`src/hdl/mcsr_pkg.sv`:
```
`default_nettype none
// ----------------------------------------------------------------------------
// mcsr_pkg
// Shared types, codes and limits of the MQTT client session receiver.
// ----------------------------------------------------------------------------
package mcsr_pkg;

    // frame limits
    localparam int MAX_PACKET          = 2048;
    localparam int TOPIC_LIMIT         = 96;
    localparam int OTHER_PAYLOAD_LIMIT = 512;

    // field widths
    localparam int LEN_W   = 28;
    localparam int TOPIC_W = 16;

    // command codes
    localparam logic [1:0] CMD_BYTE  = 2'd0;
    localparam logic [1:0] CMD_TICK  = 2'd1;
    localparam logic [1:0] CMD_START = 2'd2;

    // event codes
    localparam logic [2:0] EV_PAYLOAD = 3'd0;
    localparam logic [2:0] EV_ACCEPT  = 3'd1;
    localparam logic [2:0] EV_REFUSE  = 3'd2;
    localparam logic [2:0] EV_CONNECT = 3'd3;
    localparam logic [2:0] EV_PING    = 3'd4;
    localparam logic [2:0] EV_ERROR   = 3'd5;

    // configuration register indexes
    localparam logic [1:0] CFG_RECONNECT = 2'd0;
    localparam logic [1:0] CFG_PING      = 2'd1;
    localparam logic [1:0] CFG_TOPIC     = 2'd2;

    // configuration reset values
    localparam logic [15:0] RECONNECT_RESET = 16'd5000;
    localparam logic [15:0] PING_RESET      = 16'd30000;
    localparam logic [31:0] TOPIC_RESET     = 32'h2F677073;

    // packet types of interest
    localparam logic [3:0] PKT_CONNACK = 4'd2;
    localparam logic [3:0] PKT_PUBLISH = 4'd3;

    typedef struct packed {
        logic [15:0] reconnect_interval;
        logic [15:0] ping_interval;
        logic [31:0] match_topic;
    } t_cfg;

    typedef struct packed {
        logic [2:0] event_res;
        logic [7:0] data_byte;
        logic       route;
        logic       last_byte;
        logic [7:0] ack_flags;
        logic [7:0] return_code;
    } t_result;

endpackage
`default_nettype wire

```
`src/hdl/mqtt_client_session_receiver.sv`:
```
`default_nettype none
// ----------------------------------------------------------------------------
// mqtt_client_session_receiver
// MQTT 3.1.1 client receive path: frame decoding plus session timers.
// ----------------------------------------------------------------------------
// Usage
//   Input channel (i_in_valid / o_in_stall) carries one command per transfer:
//   a received byte, a millisecond tick, or a session start. Output channel
//   (o_out_valid / i_out_stall) carries at most one event per input transfer:
//   payload byte with route and last flag, connack accepted or refused,
//   send connect, send ping, or frame error. Inputs that cause no event give
//   no output transfer.
//   Order: an input taken lands in the input register, and its event is
//   then registered in the result register. Throughput is one transfer per
//   cycle while the output is not stalled; the only loop is the update of the
//   parser and session registers from the input register.
//   While the receiver stalls with an event waiting, one more input is held
//   in the input register, after which o_in_stall rises until the output
//   drains.
//   Reset (synchronous, active low) loads the configuration defaults, puts
//   the parser at the frame header and marks the session not connected.
//   Configuration writes (i_cfg_we, i_cfg_index, i_cfg_data) take effect at
//   the next edge. The user must make them while the block is idle; unchecked.
// ----------------------------------------------------------------------------
module mqtt_client_session_receiver (
    input  wire logic        i_clk,
    input  wire logic        i_rst_n,
    // configuration write port
    input  wire logic        i_cfg_we,
    input  wire logic [1:0]  i_cfg_index,
    input  wire logic [31:0] i_cfg_data,
    // input channel
    input  wire logic        i_in_valid,
    output logic             o_in_stall,
    input  wire logic [1:0]  i_cmd,
    input  wire logic [7:0]  i_rx_byte,
    input  wire logic [31:0] i_now_ms,
    // output channel
    output logic             o_out_valid,
    input  wire logic        i_out_stall,
    output logic [2:0]       o_event_res,
    output logic [7:0]       o_data_byte,
    output logic             o_route,
    output logic             o_last_byte,
    output logic [7:0]       o_ack_flags,
    output logic [7:0]       o_return_code
);
    import mcsr_pkg::*;

    t_cfg        r_cfg;
    logic        r_in_valid;
    logic [1:0]  r_in_cmd;
    logic [7:0]  r_in_byte;
    logic [31:0] r_in_now;
    logic        r_out_valid;
    t_result     r_out;

    logic        in_accept;
    logic        advance;
    logic        is_byte, is_tick, is_start;
    logic        prs_valid, ses_valid, connack_ok;
    t_result     prs_res, ses_res;
    logic        n_out_valid;
    t_result     n_out;

    // configuration registers
    always_ff @(posedge i_clk) begin
        if (!i_rst_n) begin
            r_cfg.reconnect_interval <= RECONNECT_RESET;
            r_cfg.ping_interval      <= PING_RESET;
            r_cfg.match_topic        <= TOPIC_RESET;
        end else if (i_cfg_we) begin
            if (i_cfg_index == CFG_RECONNECT) begin
                r_cfg.reconnect_interval <= i_cfg_data[15:0];
            end
            if (i_cfg_index == CFG_PING) begin
                r_cfg.ping_interval <= i_cfg_data[15:0];
            end
            if (i_cfg_index == CFG_TOPIC) begin
                r_cfg.match_topic <= i_cfg_data;
            end
        end
    end

    // handshake control
    assign advance    = r_in_valid && (!r_out_valid || !i_out_stall);
    assign o_in_stall = r_in_valid && !advance;
    assign in_accept  = i_in_valid && !o_in_stall;

    // input register
    always_ff @(posedge i_clk) begin
        if (!i_rst_n) begin
            r_in_valid <= 1'b0;
        end else if (in_accept) begin
            r_in_valid <= 1'b1;
        end else if (advance) begin
            r_in_valid <= 1'b0;
        end
    end

    always_ff @(posedge i_clk) begin
        if (in_accept) begin
            r_in_cmd  <= i_cmd;
            r_in_byte <= i_rx_byte;
            r_in_now  <= i_now_ms;
        end
    end

    // command decode for the item being processed
    assign is_byte  = advance && (r_in_cmd == CMD_BYTE);
    assign is_tick  = advance && (r_in_cmd == CMD_TICK);
    assign is_start = advance && (r_in_cmd == CMD_START);

    mcsr_parser u_parser (
        .i_clk         (i_clk),
        .i_rst_n       (i_rst_n),
        .i_en          (is_byte),
        .i_restart     (is_start),
        .i_rx_byte     (r_in_byte),
        .i_match_topic (r_cfg.match_topic),
        .o_res_valid   (prs_valid),
        .o_res         (prs_res),
        .o_connack_ok  (connack_ok)
    );

    mcsr_session u_session (
        .i_clk                (i_clk),
        .i_rst_n              (i_rst_n),
        .i_tick               (is_tick),
        .i_start              (is_start),
        .i_connack_ok         (connack_ok),
        .i_now_ms             (r_in_now),
        .i_reconnect_interval (r_cfg.reconnect_interval),
        .i_ping_interval      (r_cfg.ping_interval),
        .o_res_valid          (ses_valid),
        .o_res                (ses_res)
    );

    // event select: byte events from the parser, the rest from the session
    always_comb begin
        if (is_byte) begin
            n_out_valid = prs_valid;
            n_out       = prs_res;
        end else begin
            n_out_valid = ses_valid;
            n_out       = ses_res;
        end
    end

    // result register
    always_ff @(posedge i_clk) begin
        if (!i_rst_n) begin
            r_out_valid <= 1'b0;
        end else if (advance) begin
            r_out_valid <= n_out_valid;
        end else if (!i_out_stall) begin
            r_out_valid <= 1'b0;
        end
    end

    always_ff @(posedge i_clk) begin
        if (advance) begin
            r_out <= n_out;
        end
    end

    assign o_out_valid   = r_out_valid;
    assign o_event_res   = r_out.event_res;
    assign o_data_byte   = r_out.data_byte;
    assign o_route       = r_out.route;
    assign o_last_byte   = r_out.last_byte;
    assign o_ack_flags   = r_out.ack_flags;
    assign o_return_code = r_out.return_code;

    // a start transfer always answers with a connect request
    a_start_connect: assert property (@(posedge i_clk) disable iff (!i_rst_n)
        is_start |=> (r_out_valid && r_out.event_res == EV_CONNECT))
        else $error("start without connect event");

    // payload-only fields stay clear on other events
    a_payload_fields: assert property (@(posedge i_clk) disable iff (!i_rst_n)
        (r_out_valid && r_out.event_res != EV_PAYLOAD) |->
        (r_out.data_byte == 8'd0 && !r_out.route && !r_out.last_byte))
        else $error("payload fields set on non-payload event");

    // an accepted connack carries a zero return code
    a_accept_code: assert property (@(posedge i_clk) disable iff (!i_rst_n)
        (r_out_valid && r_out.event_res == EV_ACCEPT) |-> (r_out.return_code == 8'd0))
        else $error("accept with nonzero return code");

    // no event code beyond frame error
    a_event_range: assert property (@(posedge i_clk) disable iff (!i_rst_n)
        r_out_valid |-> (r_out.event_res <= EV_ERROR))
        else $error("event code out of range");

endmodule
`default_nettype wire

```
`src/hdl/mcsr_parser.sv`:
```
`default_nettype none
// ----------------------------------------------------------------------------
// mcsr_parser
// Byte-wise MQTT frame decoder: fixed header, remaining length, CONNACK body,
// PUBLISH topic check and payload streaming.
// ----------------------------------------------------------------------------
module mcsr_parser (
    input  wire logic             i_clk,
    input  wire logic             i_rst_n,
    input  wire logic             i_en,
    input  wire logic             i_restart,
    input  wire logic [7:0]       i_rx_byte,
    input  wire logic [31:0]      i_match_topic,
    output logic                  o_res_valid,
    output mcsr_pkg::t_result     o_res,
    output logic                  o_connack_ok
);
    import mcsr_pkg::*;

    // parse phases
    localparam logic [2:0] PH_HEADER   = 3'd0;
    localparam logic [2:0] PH_LENGTH   = 3'd1;
    localparam logic [2:0] PH_CONNACK  = 3'd2;
    localparam logic [2:0] PH_TOPIC_HI = 3'd3;
    localparam logic [2:0] PH_TOPIC_LO = 3'd4;
    localparam logic [2:0] PH_TOPIC    = 3'd5;
    localparam logic [2:0] PH_PAYLOAD  = 3'd6;
    localparam logic [2:0] PH_SKIP     = 3'd7;

    localparam logic [LEN_W:0]     MAX_PKT_L   = (LEN_W+1)'(MAX_PACKET);
    localparam logic [TOPIC_W-1:0] TOPIC_LIM_L = TOPIC_W'(TOPIC_LIMIT);
    localparam logic [LEN_W-1:0]   OTHER_LIM_L = LEN_W'(OTHER_PAYLOAD_LIMIT);

    logic [2:0]         r_phase, n_phase;
    logic [3:0]         r_hdr_type, n_hdr_type;
    logic [LEN_W-1:0]   r_len, n_len;
    logic [2:0]         r_seen, n_seen;
    logic [LEN_W-1:0]   r_body, n_body;
    logic [TOPIC_W-1:0] r_tlen, n_tlen;
    logic               r_tm, n_tm;
    logic               r_route, n_route;
    logic               r_pl_en, n_pl_en;
    logic [7:0]         r_first, n_first;

    logic [LEN_W-1:0]   len_part;
    logic [LEN_W-1:0]   len_acc;
    logic [2:0]         seen_inc;
    logic [LEN_W:0]     frame_size;
    logic [LEN_W-1:0]   body_dec;
    logic [LEN_W-1:0]   topic_pos;
    logic [7:0]         topic_ref;
    logic               tm_upd;
    logic [TOPIC_W-1:0] tlen_new;

    // remaining length digit placed at its 7-bit slot
    always_comb begin
        unique case (r_seen[1:0])
            2'd0:    len_part = {21'd0, i_rx_byte[6:0]};
            2'd1:    len_part = {14'd0, i_rx_byte[6:0], 7'd0};
            2'd2:    len_part = {7'd0, i_rx_byte[6:0], 14'd0};
            default: len_part = {i_rx_byte[6:0], 21'd0};
        endcase
    end

    assign len_acc    = r_len | len_part;
    assign seen_inc   = r_seen + 3'd1;
    assign frame_size = {1'b0, len_acc} + (LEN_W+1)'(seen_inc) + (LEN_W+1)'(1);
    assign body_dec   = r_body - LEN_W'(1);
    assign topic_pos  = r_len - LEN_W'(2) - r_body;
    assign tlen_new   = {r_first, i_rx_byte};

    // reference topic byte at the current topic position
    always_comb begin
        unique case (topic_pos[1:0])
            2'd0:    topic_ref = i_match_topic[31:24];
            2'd1:    topic_ref = i_match_topic[23:16];
            2'd2:    topic_ref = i_match_topic[15:8];
            default: topic_ref = i_match_topic[7:0];
        endcase
    end

    assign tm_upd = r_tm && !((topic_pos < LEN_W'(4)) && (topic_ref != i_rx_byte));

    // next state and result for one received byte
    always_comb begin
        n_phase      = r_phase;
        n_hdr_type   = r_hdr_type;
        n_len        = r_len;
        n_seen       = r_seen;
        n_body       = r_body;
        n_tlen       = r_tlen;
        n_tm         = r_tm;
        n_route      = r_route;
        n_pl_en      = r_pl_en;
        n_first      = r_first;
        o_res_valid  = 1'b0;
        o_res        = '0;
        o_connack_ok = 1'b0;

        if (i_en) begin
            unique case (r_phase)
                PH_HEADER: begin
                    n_hdr_type = i_rx_byte[7:4];
                    n_len      = '0;
                    n_seen     = '0;
                    n_phase    = PH_LENGTH;
                end
                PH_LENGTH: begin
                    n_len  = len_acc;
                    n_seen = seen_inc;
                    if (i_rx_byte[7]) begin
                        if (seen_inc >= 3'd4) begin
                            // malformed length: restart at the next byte
                            n_phase           = PH_HEADER;
                            o_res_valid       = 1'b1;
                            o_res.event_res   = EV_ERROR;
                        end
                    end else if (frame_size > MAX_PKT_L) begin
                        // oversized frame: report an error and skip its body
                        n_body          = len_acc;
                        n_phase         = PH_SKIP;
                        o_res_valid     = 1'b1;
                        o_res.event_res = EV_ERROR;
                    end else begin
                        n_body = len_acc;
                        if (len_acc == '0) begin
                            n_phase = PH_HEADER;
                        end else if (r_hdr_type == PKT_CONNACK && len_acc >= LEN_W'(2)) begin
                            n_phase = PH_CONNACK;
                        end else if (r_hdr_type == PKT_PUBLISH && len_acc >= LEN_W'(2)) begin
                            n_phase = PH_TOPIC_HI;
                        end else begin
                            n_phase = PH_SKIP;
                        end
                    end
                end
                PH_CONNACK: begin
                    n_body = body_dec;
                    if (r_body == r_len) begin
                        n_first = i_rx_byte;
                    end else begin
                        n_phase           = (body_dec == '0) ? PH_HEADER : PH_SKIP;
                        o_res_valid       = 1'b1;
                        o_res.ack_flags   = r_first;
                        o_res.return_code = i_rx_byte;
                        if (i_rx_byte == 8'd0) begin
                            o_connack_ok    = 1'b1;
                            o_res.event_res = EV_ACCEPT;
                        end else begin
                            o_res.event_res = EV_REFUSE;
                        end
                    end
                end
                PH_TOPIC_HI: begin
                    n_first = i_rx_byte;
                    n_body  = body_dec;
                    n_phase = PH_TOPIC_LO;
                end
                PH_TOPIC_LO: begin
                    n_tlen = tlen_new;
                    n_body = body_dec;
                    if (tlen_new >= TOPIC_LIM_L ||
                        {{(LEN_W-TOPIC_W){1'b0}}, tlen_new} > body_dec) begin
                        n_phase = (body_dec == '0) ? PH_HEADER : PH_SKIP;
                    end else if (tlen_new == '0) begin
                        // empty topic never matches
                        n_tm    = 1'b0;
                        n_route = 1'b1;
                        n_pl_en = body_dec < OTHER_LIM_L;
                        n_phase = (body_dec == '0) ? PH_HEADER : PH_PAYLOAD;
                    end else begin
                        n_tm    = (tlen_new == TOPIC_W'(4));
                        n_phase = PH_TOPIC;
                    end
                end
                PH_TOPIC: begin
                    n_tm   = tm_upd;
                    n_body = body_dec;
                    if ({1'b0, topic_pos} + (LEN_W+1)'(1) >=
                        {{(LEN_W+1-TOPIC_W){1'b0}}, r_tlen}) begin
                        n_route = !tm_upd;
                        n_pl_en = tm_upd || (body_dec < OTHER_LIM_L);
                        n_phase = (body_dec == '0) ? PH_HEADER : PH_PAYLOAD;
                    end
                end
                PH_PAYLOAD: begin
                    n_body = body_dec;
                    if (body_dec == '0) begin
                        n_phase = PH_HEADER;
                    end
                    if (r_pl_en) begin
                        o_res_valid     = 1'b1;
                        o_res.event_res = EV_PAYLOAD;
                        o_res.data_byte = i_rx_byte;
                        o_res.route     = r_route;
                        o_res.last_byte = (body_dec == '0);
                    end
                end
                default: begin
                    // skipped body bytes
                    if (r_body != '0) begin
                        n_body = body_dec;
                        if (body_dec == '0) begin
                            n_phase = PH_HEADER;
                        end
                    end else begin
                        n_phase = PH_HEADER;
                    end
                end
            endcase
        end

        if (i_restart) begin
            n_phase = PH_HEADER;
        end
    end

    // phase register
    always_ff @(posedge i_clk) begin
        if (!i_rst_n) begin
            r_phase <= PH_HEADER;
        end else begin
            r_phase <= n_phase;
        end
    end

    // frame bookkeeping, always written before it is read
    always_ff @(posedge i_clk) begin
        r_hdr_type <= n_hdr_type;
        r_len      <= n_len;
        r_seen     <= n_seen;
        r_body     <= n_body;
        r_tlen     <= n_tlen;
        r_tm       <= n_tm;
        r_route    <= n_route;
        r_pl_en    <= n_pl_en;
        r_first    <= n_first;
    end

endmodule
`default_nettype wire

```
`src/hdl/mcsr_session.sv`:
```
`default_nettype none
// ----------------------------------------------------------------------------
// mcsr_session
// Connection flag and reconnect / keepalive timers driven by time ticks, session start and accepted connacks.
// ----------------------------------------------------------------------------
module mcsr_session (
    input  wire logic             i_clk,
    input  wire logic             i_rst_n,
    input  wire logic             i_tick,
    input  wire logic             i_start,
    input  wire logic             i_connack_ok,
    input  wire logic [31:0]      i_now_ms,
    input  wire logic [15:0]      i_reconnect_interval,
    input  wire logic [15:0]      i_ping_interval,
    output logic                  o_res_valid,
    output mcsr_pkg::t_result     o_res
);
    import mcsr_pkg::*;

    logic        r_up, n_up;
    logic [31:0] r_last_ping, n_last_ping;
    logic [31:0] r_last_conn, n_last_conn;
    logic [31:0] conn_age;
    logic [31:0] ping_age;

    assign conn_age = i_now_ms - r_last_conn;
    assign ping_age = i_now_ms - r_last_ping;

    // tick, start and connack updates
    always_comb begin
        n_up        = r_up;
        n_last_ping = r_last_ping;
        n_last_conn = r_last_conn;
        o_res_valid = 1'b0;
        o_res       = '0;
        priority if (i_start) begin
            n_up            = 1'b0;
            n_last_ping     = '0;
            n_last_conn     = '0;
            o_res_valid     = 1'b1;
            o_res.event_res = EV_CONNECT;
        end else if (i_connack_ok) begin
            n_up        = 1'b1;
            n_last_ping = '0;
        end else if (i_tick) begin
            if (!r_up && conn_age >= {16'd0, i_reconnect_interval}) begin
                n_last_conn     = i_now_ms;
                o_res_valid     = 1'b1;
                o_res.event_res = EV_CONNECT;
            end else if (r_up && ping_age >= {16'd0, i_ping_interval}) begin
                n_last_ping     = i_now_ms;
                o_res_valid     = 1'b1;
                o_res.event_res = EV_PING;
            end
        end
    end

    // session registers
    always_ff @(posedge i_clk) begin
        if (!i_rst_n) begin
            r_up        <= 1'b0;
            r_last_ping <= '0;
            r_last_conn <= '0;
        end else begin
            r_up        <= n_up;
            r_last_ping <= n_last_ping;
            r_last_conn <= n_last_conn;
        end
    end

endmodule
`default_nettype wire
```
`config.mk`:
```
export PLATFORM = sky130hd
export DESIGN_NAME = mqtt_client_session_receiver
export DESIGN_NICKNAME = d
export VERILOG_FILES = /design/src/hdl/mcsr_pkg.sv /design/src/hdl/mqtt_client_session_receiver.sv /design/src/hdl/mcsr_parser.sv /design/src/hdl/mcsr_session.sv
export SDC_FILE = /design/constraint.sdc
export NUM_CORES = 1
export LEC_CHECK = 0
export BUFFER_PORTS_ARGS = -buffer_cell sky130_fd_sc_hd__buf_2
export CORE_MARGIN = 3
export CORE_UTILIZATION = 40
export DETAILED_ROUTE_END_ITERATION = 10
export HOLD_SLACK_MARGIN = 0.12
export SLEW_MARGIN = 0
export SYNTH_ARGS = -nofsm -noshare
export SYNTH_HDL_FRONTEND = slang
export SYNTH_SLANG_ARGS = --single-unit
```
`constraint.sdc`:
```
create_clock -name i_clk -period 8.73 [get_ports i_clk]
set_clock_uncertainty 0.15 [all_clocks]
set_input_delay 0.4365 -clock i_clk [delete_from_list [all_inputs] [get_ports i_clk]]
set_output_delay 0.4365 -clock i_clk [all_outputs]
set_load 0.01 [all_outputs]
```
==> Word level (Yosys, flattened, before mapping) <==
Index checks and enable logic that the tools add are counted.
{ "totals": {"ramBits": 0, "latchBits": 0, "mem_count": 0, "romBits": 0, "regBits": 295, "input_bits": 81, "word_cells": 206} }
{ "classes": {"multipliers": 0, "bitwise": 7, "n_eq_ne": 27, "mux": 71, "shifts": 0, "reduce_logical": 55, "n_div": 0, "addsub": 9, "n_lt_le_gt_ge": 10} }
{ "ops": {"columns": ["operator", "count"], "rows": [
  ["$pmux W28 S3", 2],
  ["$mux W3", 22],
  ["$ge A32 B16 Y1", 2],
  ["$sub A32 B32 Y32", 2],
  ["$logic_not A28 Y1", 2],
  ["$mux W28", 2],
  ["$pmux W28 S2", 1],
  ["$mux W16", 2],
  ["$add A28 B1 Y29 const B", 1],
  ["$add A28 B3 Y29", 1],
  ["$add A29 B1 Y29 const B", 1],
  ["$ge A29 B16 Y1", 1],
  ["$gt A29 B12 Y1 const B", 1],
  ["$mux W29", 1],
  ["$eq A28 B28 Y1", 1],
  ["$ge A28 B2 Y1 const B", 1],
  ["$gt A16 B28 Y1", 1],
  ["$lt A28 B10 Y1 const B", 1],
  ["$lt A28 B3 Y1 const B", 1],
  ["$or A28 B28 Y28", 1],
  ["$reduce_bool A28 Y1", 1],
  ["$sub A28 B1 Y28 const B", 1],
  ["$sub A28 B2 Y28 const B", 1],
  ["$sub A28 B28 Y28", 1],
  ["other kinds (42)", 128]
]} }

==> Longest topological paths before layout <==
{ "logic_depth": {"word_depth": 11, "depth_mapped": 28, "depth_no_buf": 26} }

==> By module <==
From an unflattened synthesis, not the netlist that was laid out.
{ "hier_totals": {"cells_unflattened": 2633, "area_unflattened_um2": 22351.4} }
{ "by_module_without_submodules": {"columns": ["module", "area_per_inst_um2", "cells_per_inst", "instances", "seq_area_each_um2"], "rows": [
  ["mcsr_parser", 9440.3, 1101, 1, 2762.6],
  ["mcsr_session", 8085.3, 1130, 1, 1301.2],
  ["mqtt_client_session_receiver", 4825.9, 402, 1, 3453.3]
]} }

==> Least setup slack after synthesis <==
No wires, ideal clock.
{ "synth_timing": {"path_type": "reg2reg", "startpoint": "reg r_in_now[1]", "endpoint": "reg u_session.r_last_ping[10]", "t_arrival_ns": 5.352, "stages_incl_launch_ff": 25, "path_slack_ns": 3.100, "required_time_ns": 8.452, "synth_period_minus_slack_ns": 5.630, "cell_sequence": "edfxtp_1 ha_1 nor2b_1 o21a_1 o21ai_0 a31oi_1 a21oi_1 nor2b_1 o21a_1 nor2_1 xnor2_1 ha_1 a211o_1 a21o_1 a22o_1 nor4_1 o2111a_1 o2111ai_1 nor4b_1 nand4_1 or4_1 o21ai_1 buf_2 mux2i_1 nor2_1"} }
{ "synth_via": {"elab_chain_cells": 5, "word_cells_on_any_way": 8, "cone_classes": "2 x add/sub; 2 x order compare; 1 x bitwise; 3 x reduce/logical"} }
{ "synth_rtl": {"columns": ["element", "line", "rtl"], "rows": [
  ["start: declaration", "mqtt_client_session_receiver.sv:54", "logic [31:0] r_in_now;"],
  ["start signal: assignment", "mqtt_client_session_receiver.sv:105", "r_in_now <= i_now_ms;"],
  ["$sub A32 B32 Y32", "mcsr_session.sv:26", "assign conn_age = i_now_ms - r_last_conn;"],
  ["$ge A32 B16 Y1", "mcsr_session.sv:46", "if (!r_up && conn_age >= {16'd0, i_reconnect_interval}) begin"],
  ["$logic_and A1 B1 Y1", "mcsr_session.sv:46", null],
  ["$not A1 Y1 (no line)", null, null],
  ["$reduce_and A3 Y1 (no line) (*)", null, null],
  ["end signal: assignment", "mcsr_session.sv:66", "r_last_ping <= n_last_ping;"],
  ["end: declaration", "mcsr_session.sv:21", "logic [31:0] r_last_ping, n_last_ping;"]
]} }
Mark *: on every way between the ends. The rest lies on a longest branch, timed or not.
A chain may end at the register's enable or synchronous reset.

==> Final worst setup path <==
{ "layout_timing": {"startpoint": "reg u_parser.r_body[1]", "endpoint": "reg u_parser.r_route, enable pin"} }
{ "layout_via": {"elab_chain_cells": 5, "word_cells_on_any_way": 9, "cone_classes": "3 x add/sub; 2 x order compare; 2 x eq/ne; 2 x reduce/logical"} }
{ "layout_rtl": {"columns": ["element", "line", "rtl"], "rows": [
  ["start: declaration", "mcsr_parser.sv:38", "logic [LEN_W-1:0] r_body, n_body;"],
  ["start signal: assignment", "mcsr_parser.sv:232", "r_body <= n_body;"],
  ["$sub A28 B28 Y28 / $sub A28 B1 Y28 (equally long branches)", "mcsr_parser.sv:69, mcsr_parser.sv:68", null],
  ["$add A28 B1 Y29 / $gt A16 B28 Y1 (equally long branches)", "mcsr_parser.sv:179, mcsr_parser.sv:163", null],
  ["$ge A29 B16 Y1 / $logic_or A1 B1 Y1 (equally long branches)", "mcsr_parser.sv:179, mcsr_parser.sv:162", null],
  ["$ne A2 B1 Y1 (no line) / $ne A2 B2 Y1 (equally long branches)", null, null],
  ["$reduce_and A5 Y1 (no line) (*)", null, null],
  ["end signal: assignment", "mcsr_parser.sv:235", "r_route <= n_route;"],
  ["end: declaration", "mcsr_parser.sv:41", "logic r_route, n_route;"]
]} }
Marks and branches as above.

==> run metrics <==
Worst EP required=8.88 ns; Area growth syn-to-layout=15.88%; GRT overflow=0; CTS tree=built; CP Cell Sequence=ha_1, inv_1, ha_1, fa_1, a211oi_2, nor2_1, xor2_1, and3_1, nand4_1, or4_1, xnor2_1, ha_1, nand4_1, nor3_1, a2111oi_0, o31ai_1, a211o_1, or4_4, o211a_1; first-pass GRT wire length=98.17 mm; routed len/inst=19.40 um; clk root buf=clkbuf_16; P per Cell Area=151.5 nW/um2; power share of the clock group=0.443; core area=around 51,000 um2; CTS clk-pin slew, worst paths=0.06 ns; gr usage total=0.2262; final hold slack=0.2699 ns; Worst setup EP type=flop; Multi-input gate area=12,140 um2; CP delay by family, top=simple AND/OR/NAND/NOR gates; Mean Syn Cell Area=8.821 um2; Final ANT Viol Nets=0; Area after DPL=roughly 22,000 um2; CP endpoint=u_parser.r_route; most frequent cells in the layout=inv_1 (243), nand2_1 (236), nor2_1 (203), ha_1 (194), edfxtp_1 (161); H-tree depth=2; worst-path maximum fanout=9; Top FF cell, synth=edfxtp_1; reg-to-reg setup timing slack=around 2.3 ns; Yosys warnings=0; #FFs+latches synth=295; period utilization=0.7406; Slew Viols, Final=0; Seq pwr share=0.418; cts bufs inserted=37; hold violation count in the final report=0; CP max stage cell=or4_1; commonest non-fill, non-tap cell in the layout=inv_1; Worst Path Buf+Inv=1; design area=24,170 um2; RR Endpoint=u_parser.r_route; top cell type's share of synthesized area=0.2318; Antenna Diode Count=0; Worst Setup Slack, final=about 2.3 ns; Worst path depth=19; hold crit path type=in -> reg; Post-CTS Resized=0; hpwl dp=about 48 mm; drt via density=around 5.6; WP data arrival=6.61 ns; drt first pass iters=7; antenna violations before repair=0; fillers=approximately 5,100; Final setup viols=0; Most Frequent Cell on Critical Path=ha_1; origin of the worst setup path=u_parser.r_body[1]; cells after synthesis=2,364; worst-margin pin slew=1.262 ns; cell leakage power=10.05 nW; Period minus WS final=about 6.5 ns; Max Root-Sink Buffers=3; Finished Layout Cells=3,234; initial core utilization=0.4057; DIE WIDTH=about 230 um; Reg-to-Reg Start=u_parser.r_body[1]; post-synth net total=2,643; Post-CTS Setup Repair Bufs=0; Nets=2,806; RSZ-0062 raised after global routing=no; area leader, netlist=edfxtp_1; via count=around 18,000; status=complete, no violations; Startpoint Class=flop; Cell Area, Synth=20,850 um2; io pins=112; Peak Freq=approximately 150 MHz; DIE AREA=54,910 um2; Comb pwr share=0.138; Reg2Reg Depth=19; PortBufs=111; dominant cells by area after synthesis=edfxtp_1 (23%), dfxtp_1 (13%), ha_1 (12%); maximum number of pins on one net before global-route repair=70; DRC Markers=0; ratio of cells with drive above 1 in the final layout=0.09084; post-place setup slack=2.372 ns; number of synthesized flops with an enable pin=161; register area share after synthesis=0.3605; Die Ht=234.3 um; Relative slew margins=0.1590; gpl congestion=0.9454; setup TNS=0 ns; MaxCap Viol Count=0; async set-reset flop share out of synthesis=0; number of distinct library cells after synthesis=86; iteration-0 DRC count of the detailed router=approximately 1,400; site row count=83; Skew-Pair Late Insertion Delay=about 0.55 ns; vias in the first global route=18,150; dpl cells=roughly 3,100; Clock Sinks=295; switching part of the total=0.2617; Max VDD drop=around 150 uV; Sequential Area=roughly 7500 um2; final wirelength=62.73 mm; CP max stage delay=0.76 ns; Sw Pwr=0.9579 mW; critical path class=reg -> reg; P_int=approximately 2.7 mW
worst min path at each step:
stage	start	endpoint	cells past startpoint
3_3_place_gp	r_cfg[23]	r_cfg[23]	2
5_1_grt	i_cfg_index[0]	r_cfg[48]	4
6_report	i_cfg_index[0]	r_cfg[50]	4
2_1_floorplan	u_session.r_up	u_session.r_up	2
3_5_place_dp	r_cfg[3]	r_cfg[3]	2
4_1_cts	i_cfg_index[0]	r_cfg[50]	4
power by group through the flow:
| stage | Combinational [mW] | Clock (mW) | Sequential [mW] |
|---|---|---|---|
| after floorplan | 0.331 | 0 | 1.55 |
| after global placement | 0.469 | 0 | 1.56 |
| after detailed placement | 0.475 | 0 | 1.56 |
| after CTS | 0.504 | 1.66 | 1.53 |
| after global routing | 0.562 | 1.71 | 1.53 |
| final | 0.507 | 1.62 | 1.53 |
worst register-to-register path, cell delays in order, from the launching register on:
cell and delay, ns:
edfxtp_1 0.45, ha_1 0.41, inv_1 0.07, ha_1 0.24, fa_1 0.43, a211oi_2 0.45, nor2_1 0.14, xor2_1 0.34
and3_1 0.26, nand4_1 0.18, or4_1 0.76, xnor2_1 0.20, ha_1 0.32, nand4_1 0.09, nor3_1 0.06, a2111oi_0 0.45
o31ai_1 0.18, a211o_1 0.29, or4_4 0.54, o211a_1 0.19
through the flow:
stage                     total power, mW  utilization
final                               3.660       0.4701
after global routing                3.810       0.4701
after CTS                           3.690       0.4701
after detailed placement            2.034       0.4305
after global placement              2.028       0.4305
after floorplan                     1.879            -
Yosys cell counts (all sizes together), types with 9 or more instances:
library cell	count
o21a	27
ha	194
or4	19
clkbuf	73
a21boi	37
a21oi	137
o21bai	13
a211oi	16
buf	10
mux2i	95
and3	23
nand2	236
and2	35
or3	19
a21o	70
nor3b	10
a222oi	9
a2111oi	11
a31oi	25
nor4	33
a221oi	10
nor2b	22
edfxtp	161
inv	243
xor2	52
and4	9
nand2b	19
nor2	203
nand3	51
xnor2	60
nand4	44
dfxtp	134
o211ai	27
nor3	36
o21ai	69
or2	11
state kept, by name (all words and copies together), names as in the netlist, 16 cells and up:
name	flops
u_parser.r_tlen	16
r_in_now	32
u_parser.r_body	28
u_parser.r_len	28
u_session.r_last_ping	32
r_cfg	64
u_session.r_last_conn	32
metal layers:
metal  global-route usage  vias up  wire length [um]
li1                     -     8824                 -
met1               0.2781     8791             26130
met2               0.4006      510             31240
met3              0.03207      126              2959
met4              0.08688        0              2402
met5                    0        -                 0
area by class of cell:
cell class	count	area share
clock buffers	43	0.04101
clock inverters	23	0.01175
inverters	243	0.03774
multi-input cells	1743	0.5025
flip-flops and latches	295	0.3111
well taps	680	0.03521
repair buffers	207	0.06068
what timing repair did:
action,4_1_cts,5_1_grt
endpoints found under the hold margin,108,0
hold buffers,76,0
endpoints found under the setup margin,0,0
kinds of logic (layout without fill, tap and decap cells):
| logic type | count (synthesis) | after routing | synth area share |
|---|---|---|---|
| and+or+nand+nor | 803 | 803 | 0.1917 |
| adders and majority gates | 198 | 198 | 0.1202 |
| xor gates and xnor gates | 112 | 112 | 0.04740 |
| buffers and inverters | 326 | 516 | 0.05940 |
| muxes | 99 | 99 | 0.04776 |
| DFF | 295 | 295 | 0.3605 |
| AOI/OAI and AO/OA | 531 | 531 | 0.1730 |
Power figures use the tool's default switching activity.
